`config.mk`:
```
export PLATFORM = sky130hd
export DESIGN_NAME = moed_window
export DESIGN_NICKNAME = d
export VERILOG_FILES = /design/src/hw/rtl/moed_pkg.sv /design/src/hw/rtl/moed_window.sv
export SDC_FILE = /design/constraint.sdc
export NUM_CORES = 1
export LEC_CHECK = 0
export BUFFER_PORTS_ARGS = -buffer_cell sky130_fd_sc_hd__buf_4
export CAP_MARGIN = 20
export CORE_UTILIZATION = 55
export DETAILED_ROUTE_END_ITERATION = 10
export PLACE_DENSITY = 0.77
export SLEW_MARGIN = 30
export SYNTH_ARGS = -nofsm -noshare
export SYNTH_HDL_FRONTEND = slang
export SYNTH_SLANG_ARGS = --single-unit
```
`constraint.sdc`:
```
create_clock -name clk -period 29.3 [get_ports clk]
set_clock_uncertainty 0.2 [all_clocks]
set_input_delay 7.325 -clock clk [delete_from_list [all_inputs] [get_ports clk]]
set_output_delay 7.325 -clock clk [all_outputs]
set_load 0.005 [all_outputs]
```
`src/hw/rtl/moed_pkg.sv`:
```
// moed_pkg: shared types and constants for the 3x3 erosion/dilation block.
// No dependencies; imported by moed_window and morphology_erode_dilate_3x3.
`timescale 1ns / 1ps

package moed_pkg;

  // Configuration port geometry
  localparam int CFG_IDX_W  = 3;
  localparam int CFG_DATA_W = 11;

  // Register indexes on the configuration port
  typedef enum logic [CFG_IDX_W-1:0] {
    CFG_MORPH_MODE   = 3'd0,
    CFG_NEIGHBORHOOD = 3'd1,
    CFG_BINARY_IMAGE = 3'd2,
    CFG_IMAGE_WIDTH  = 3'd3,
    CFG_IMAGE_HEIGHT = 3'd4
  } cfg_reg_t;

  // Operating mode seen by the window unit
  typedef struct packed {
    logic dilate;   // 1: window maximum, 0: window minimum
    logic square;   // 1: eight neighbours, 0: four-neighbour cross
    logic binary;   // erosion border is 1 instead of full scale
  } moed_mode_t;

  // Which sides of the output pixel lie inside the frame
  typedef struct packed {
    logic top_ok;
    logic bot_ok;
    logic left_ok;
    logic right_ok;
  } moed_edge_t;

endpackage

```
`src/hw/rtl/moed_window.sv`:
```
// moed_window: 3x3 window columns and the min/max reduction with border fill.
// Depends on moed_pkg (mode and edge structs).
`timescale 1ns / 1ps

module moed_window #(
  parameter int PIXEL_BITS = 8
) (
  input  logic                  clk,
  input  logic                  shift,
  input  logic [PIXEL_BITS-1:0] col_top,
  input  logic [PIXEL_BITS-1:0] col_mid,
  input  logic [PIXEL_BITS-1:0] col_bot,
  input  moed_pkg::moed_mode_t  mode,
  input  moed_pkg::moed_edge_t  edge_ok,
  output logic [PIXEL_BITS-1:0] result
);
  import moed_pkg::*;

  localparam int PB = PIXEL_BITS;

  // Two stored columns; the third (right) column is the incoming one
  logic [PB-1:0] ctr_r [3];
  logic [PB-1:0] rgt_r [3];
  logic [PB-1:0] win   [3][3];
  logic [PB-1:0] sel   [3][3];
  logic [PB-1:0] border;
  logic [PB-1:0] acc;

  always_ff @(posedge clk) begin
    if (shift) begin
      ctr_r[0] <= rgt_r[0];
      ctr_r[1] <= rgt_r[1];
      ctr_r[2] <= rgt_r[2];
      rgt_r[0] <= col_top;
      rgt_r[1] <= col_mid;
      rgt_r[2] <= col_bot;
    end
  end

  // Window as it stands after this shift: rows top..bottom, cols left..right
  always_comb begin
    for (int r = 0; r < 3; r++) begin
      win[r][0] = ctr_r[r];
      win[r][1] = rgt_r[r];
    end
    win[0][2] = col_top;
    win[1][2] = col_mid;
    win[2][2] = col_bot;
  end

  // Border substitution; unused corners take the center value (neutral)
  always_comb begin
    if (mode.dilate) begin
      border = '0;
    end else if (mode.binary) begin
      border = PB'(1);
    end else begin
      border = '1;
    end
    for (int r = 0; r < 3; r++) begin
      for (int c = 0; c < 3; c++) begin
        if (r != 1 && c != 1 && !mode.square) begin
          sel[r][c] = win[1][1];
        end else if ((r == 0 && !edge_ok.top_ok) || (r == 2 && !edge_ok.bot_ok) ||
                     (c == 0 && !edge_ok.left_ok) || (c == 2 && !edge_ok.right_ok)) begin
          sel[r][c] = border;
        end else begin
          sel[r][c] = win[r][c];
        end
      end
    end
  end

  // Min or max over the nine candidates
  always_comb begin
    acc = sel[1][1];
    for (int k = 0; k < 9; k++) begin
      if (mode.dilate) begin
        if (sel[k/3][k%3] > acc) acc = sel[k/3][k%3];
      end else begin
        if (sel[k/3][k%3] < acc) acc = sel[k/3][k%3];
      end
    end
  end

  assign result = acc;

endmodule

```
==> impl_metrics.yaml, run 1 <==
synth:
  synth_area_um2: 5550
  syn_inst: 662
  syn_avg_cell_area_um2: 8.38
  synthFlopType: "edfxtp_1"
  synth_most_common_cell: "a21oi_1"
  ys_top_cells_by_count: "106 x a21oi_1, 72 x ha_1, 59 x nand2_1, 48 x edfxtp_1, 41 x nor2_1"
  ys_async_sr_fraction_pct: 0
  ys_seq_area_share_pct: 26.0
  synth_area_leaders: "edfxtp_1 26%, ha_1 16%, a21oi_1 9.6%"
  ys_seq_elements: 48
  synth_edf_count: 48
  synth_fp_nets: 767
  synth_cell_types: 63
  yosysTopAreaCell: "edfxtp_1"
  synth_top_area_share_pct: 26.0
  yosysWarnings: 0
status:
  status: "stopped before the end"
  tool.error: "[ERROR GRT-0232] Routing congestion too high. Check the congestion heatmap in the GUI."
  haltStage: "global routing (5_1_grt)"
timing:
  endpoint_type: "output port"
  grt-worst-endpoint: "result[0]"
floorplanning:
  die_height_um: 102
  die_w_um: 102
  start_util_pct: 56.8
  fp-row-count: 36
  ios: 41
global_route:
  grt_max_degree: 49
  grt_usage_pct: 81.5
  grt_overflow_total: 170
cts:
  cts-root-buf: "clkbuf_8"
  cts_num_sinks: 48
  clockBufferDepth: 2
  h-tree-depth: 2
  numCtsBuffers: 5
place:
  globalplace.congestion: 1.05
  hpwl_um: 16600
  io_buffers: 40
-- cell families after synthesis --
kind of cell               Yosys count  share of synthesized area (%)
AOI/OAI and AO/OA                  270                           33.6
and+or+nand+nor                    200                           18.3
adders and majority gates           72                           16.2
buffers and inverters               68                           5.10
DFF                                 48                           26.0
muxes                                4                          0.722
-- through the flow --
stage / instance area (um2) / worst slack [ns] / instances
floorplan: 5830 / -0.535 / 662
global placement: 7430 / -0.578 / 979
detailed placement: 7430 / -1.14 / 979
CTS: 8820 / -0.375 / 1058
-- metal layers --
metal | global-route usage (%) | overflow
met5 | 21.6 | 0
met4 | 95.7 | 65
met3 | 57.9 | 4
met2 | 100 | 96
met1 | 80.4 | 5
-- what timing repair did --
action                                 in CTS
setup endpoints to repair                   8
hold buffers                                0
cloned                                      3
endpoints found under the hold margin       0
setup buffers                              69
pin swaps                                  80
resized for setup                         141
==> run 2, diff against run 1 <==
--- a/config.mk
+++ b/config.mk
@@ -7,9 +7,9 @@
 export LEC_CHECK = 0
 export BUFFER_PORTS_ARGS = -buffer_cell sky130_fd_sc_hd__buf_4
 export CAP_MARGIN = 20
-export CORE_UTILIZATION = 55
+export CORE_UTILIZATION = 40
 export DETAILED_ROUTE_END_ITERATION = 10
-export PLACE_DENSITY = 0.77
+export PLACE_DENSITY_LB_ADDON = 0.15
 export SLEW_MARGIN = 30
 export SYNTH_ARGS = -nofsm -noshare
 export SYNTH_HDL_FRONTEND = slang
==> constraint.sdc (replaced) <==
create_clock -name clk -period 38.1 [get_ports clk]
set_clock_uncertainty 0.2 [all_clocks]
set_input_delay 9.525 -clock clk [delete_from_list [all_inputs] [get_ports clk]]
set_output_delay 9.525 -clock clk [all_outputs]
set_load 0.005 [all_outputs]
==> run 2 against run 1 <==
Effect of this change:
- the run now ends clean
- synthesized area unchanged
- synthesized cell count unchanged
==> impl_metrics.yaml, run 2 <==
timing:
  rsz0062_at_grt: "no"
  worst_slack_ns: 1.28
  fmax_ghz: 0.0272
  fin_tns_setup_ns: 0
  drv_slew: 0
  hold_viol_final: 0
  setup_violations: 0
  finalCritPeriodShare_pct: 96.6
  tightest_slew_ns: 0.760
  relSlewSlack_pct: 49.0
  fin_crit_ns: 36.82
synth:
  synth_most_common_cell: "a21oi_1"
  synth_area_um2: 5550
  syn_inst: 662
  synth_area_leaders: "edfxtp_1 26%, ha_1 16%, a21oi_1 9.6%"
  yosysWarnings: 0
  syn_avg_cell_area_um2: 8.38
  yosysTopAreaCell: "edfxtp_1"
  synth_cell_types: 63
  synth_edf_count: 48
  synth_fp_nets: 767
  ys_async_sr_fraction_pct: 0
  synthFlopType: "edfxtp_1"
  ys_top_cells_by_count: "106 x a21oi_1, 72 x ha_1, 59 x nand2_1, 48 x edfxtp_1, 41 x nor2_1"
  synth_top_area_share_pct: 26.0
  ys_seq_area_share_pct: 26.0
  ys_seq_elements: 48
pwr:
  leakage_uw: 0.00262
  ir_worst_vdd_uv: 28.8
  fin_total_pwr_uw: 493
  power.density_nw_per_um2: 78.8
finish:
  syn2layout_area_growth_pct: 12.8
  n_fill_cell: 1334
  drive_gt1_share_pct: 15.9
  regArea_um2: 1440
  multiInputGateArea_um2: 3920
  layout_common_cells: "98 x a21oi_1, 72 x ha_1, 59 x nand2_1"
  insertedDiodeCount: 0
  fin_area_um2: 6260
  reg_top3: "ctr_r (24), rgt_r (24)"
  final_common_cell: "a21oi_1"
  final_nets: 791
critical_path:
  required_ns: 28.38
  cp-end-kind: "output pin"
  slowest_delay_ns: 0.64
  r2r-start: "rgt_r[0][15]"
  cp-start-kind: "input pin"
  slowest_stage: "or4_1"
  worstSetupPathType: "input pin to output pin"
  crit_fanout: 21
  crit_start: "edge_ok[3]"
  cp.arrival_ns: 27.09
  crit_top_cell: "a21oi_1"
detailed_routing:
  firstDrtPassIters: 5
  drcViolationCount: 0
  ant_nets: 0
  dr.first_iter.drc_count: 496
  vias: 5448
  wl_per_cell_um: 21.4
  routed_wl_um: 18400
  via_per_inst: 6.31
global_route:
  grt_pass1_wl_um: 28400
  grt_max_degree: 49
  grt_overflow_total: 0
  grt_pass1_vias: 5137
  grt_usage_pct: 26.3
  grt_antenna_before_repair: 0
cts:
  tritoncts: "built"
  cts-root-buf: "clkbuf_16"
  clockBufferDepth: 2
  cts.reportedPaths.clkPinSlew_ns: 0.08
  cts_num_sinks: 48
  cts_hold_buf: 0
  h-tree-depth: 2
  numCtsBuffers: 5
  worstSkewPairLatency_ns: 0.30
min_path:
  hold_class: "flop to flop"
  min_from: "rgt_r[0][19]"
status:
  status: "completed"
floorplanning:
  dieArea_um2: 14300
  design.core.area_um2: 13400
  die_w_um: 120
  die_height_um: 120
  start_util_pct: 41.4
  ios: 41
  fp-row-count: 42
place:
  place_area_um2: 5980
  place_worst_setup_slack_ns: 0.455
  io_buffers: 40
  globalplace.congestion: 0.966
  hpwl_um: 14900
job:
  max_cap_violations: 0
[run 2: where the power goes]
group | switching, uW | internal (uW)
clock | 21.5 | 31.3
sequential | 2.99 | 62.7
combinational | 222 | 152
[run 2: cell type report]
| type | count | area share [%] |
|---|---|---|
| Multi-Input combinational cell | 546 | 62.7 |
| Tap cell | 176 | 3.52 |
| Sequential cell | 48 | 23.0 |
| Timing Repair Buffer | 49 | 5.88 |
| Inverter | 36 | 2.16 |
| Clock buffer | 5 | 2.00 |
| Clock inverter | 3 | 0.740 |
[run 2: stage by stage]
stage	instances	utilization [%]	hold slack (ns)
after global placement	853	44.6	0.233
after floorplan	662	-	0.227
after CTS	861	45.9	0.252
final	863	46.7	0.253
after global routing	863	46.7	0.262
after detailed placement	853	44.6	0.237
[run 2: logic make-up after synthesis]
kind of cell	after synthesis	share of synthesized area, %
AO/OA/AOI/OAI	270	33.6
adder cells (fa/ha/maj)	72	16.2
buffers and inverters	68	5.10
flip-flops	48	26.0
multiplexers	4	0.722
AND/OR/NAND/NOR	200	18.3
[run 2: what timing repair did]
action	CTS	global route
hold endpoints to repair	0	0
setup buffers	0	2
resized for setup	0	23
endpoints found under the setup margin	0	8
[run 2: final timing paths]
check | slack [ns] | endpoint | depth (start not counted)
min | 0.25 | ctr_r[0][19] | 0
max | 1.28 | result[0] | 80
max reg2reg | 37.02 | ctr_r[0][15] | 0
min reg2reg | 0.25 | ctr_r[0][19] | 0
[run 2: critical path, delay by kind of cell]
| kind | cells | cell delay (ns) |
|---|---|---|
| mux | 1 | 0.24 |
| buf+inv | 7 | 1.26 |
| compound gates | 37 | 7.52 |
| simple gates | 26 | 5.89 |
| fa+ha+maj | 9 | 2.62 |
[run 2: per-layer routing]
| layer | up-vias | part of all wire [%] | track usage [%] |
|---|---|---|---|
| li1 | 2571 | - | - |
| met1 | 2641 | 47 | 37.2 |
| met2 | 204 | 44 | 40.2 |
| met3 | 32 | 6.9 | 4.56 |
| met4 | 0 | 2.4 | 8.75 |
| met5 | - | 0 | 0 |
No activity file was read; power rests on OpenSTA's default activity.
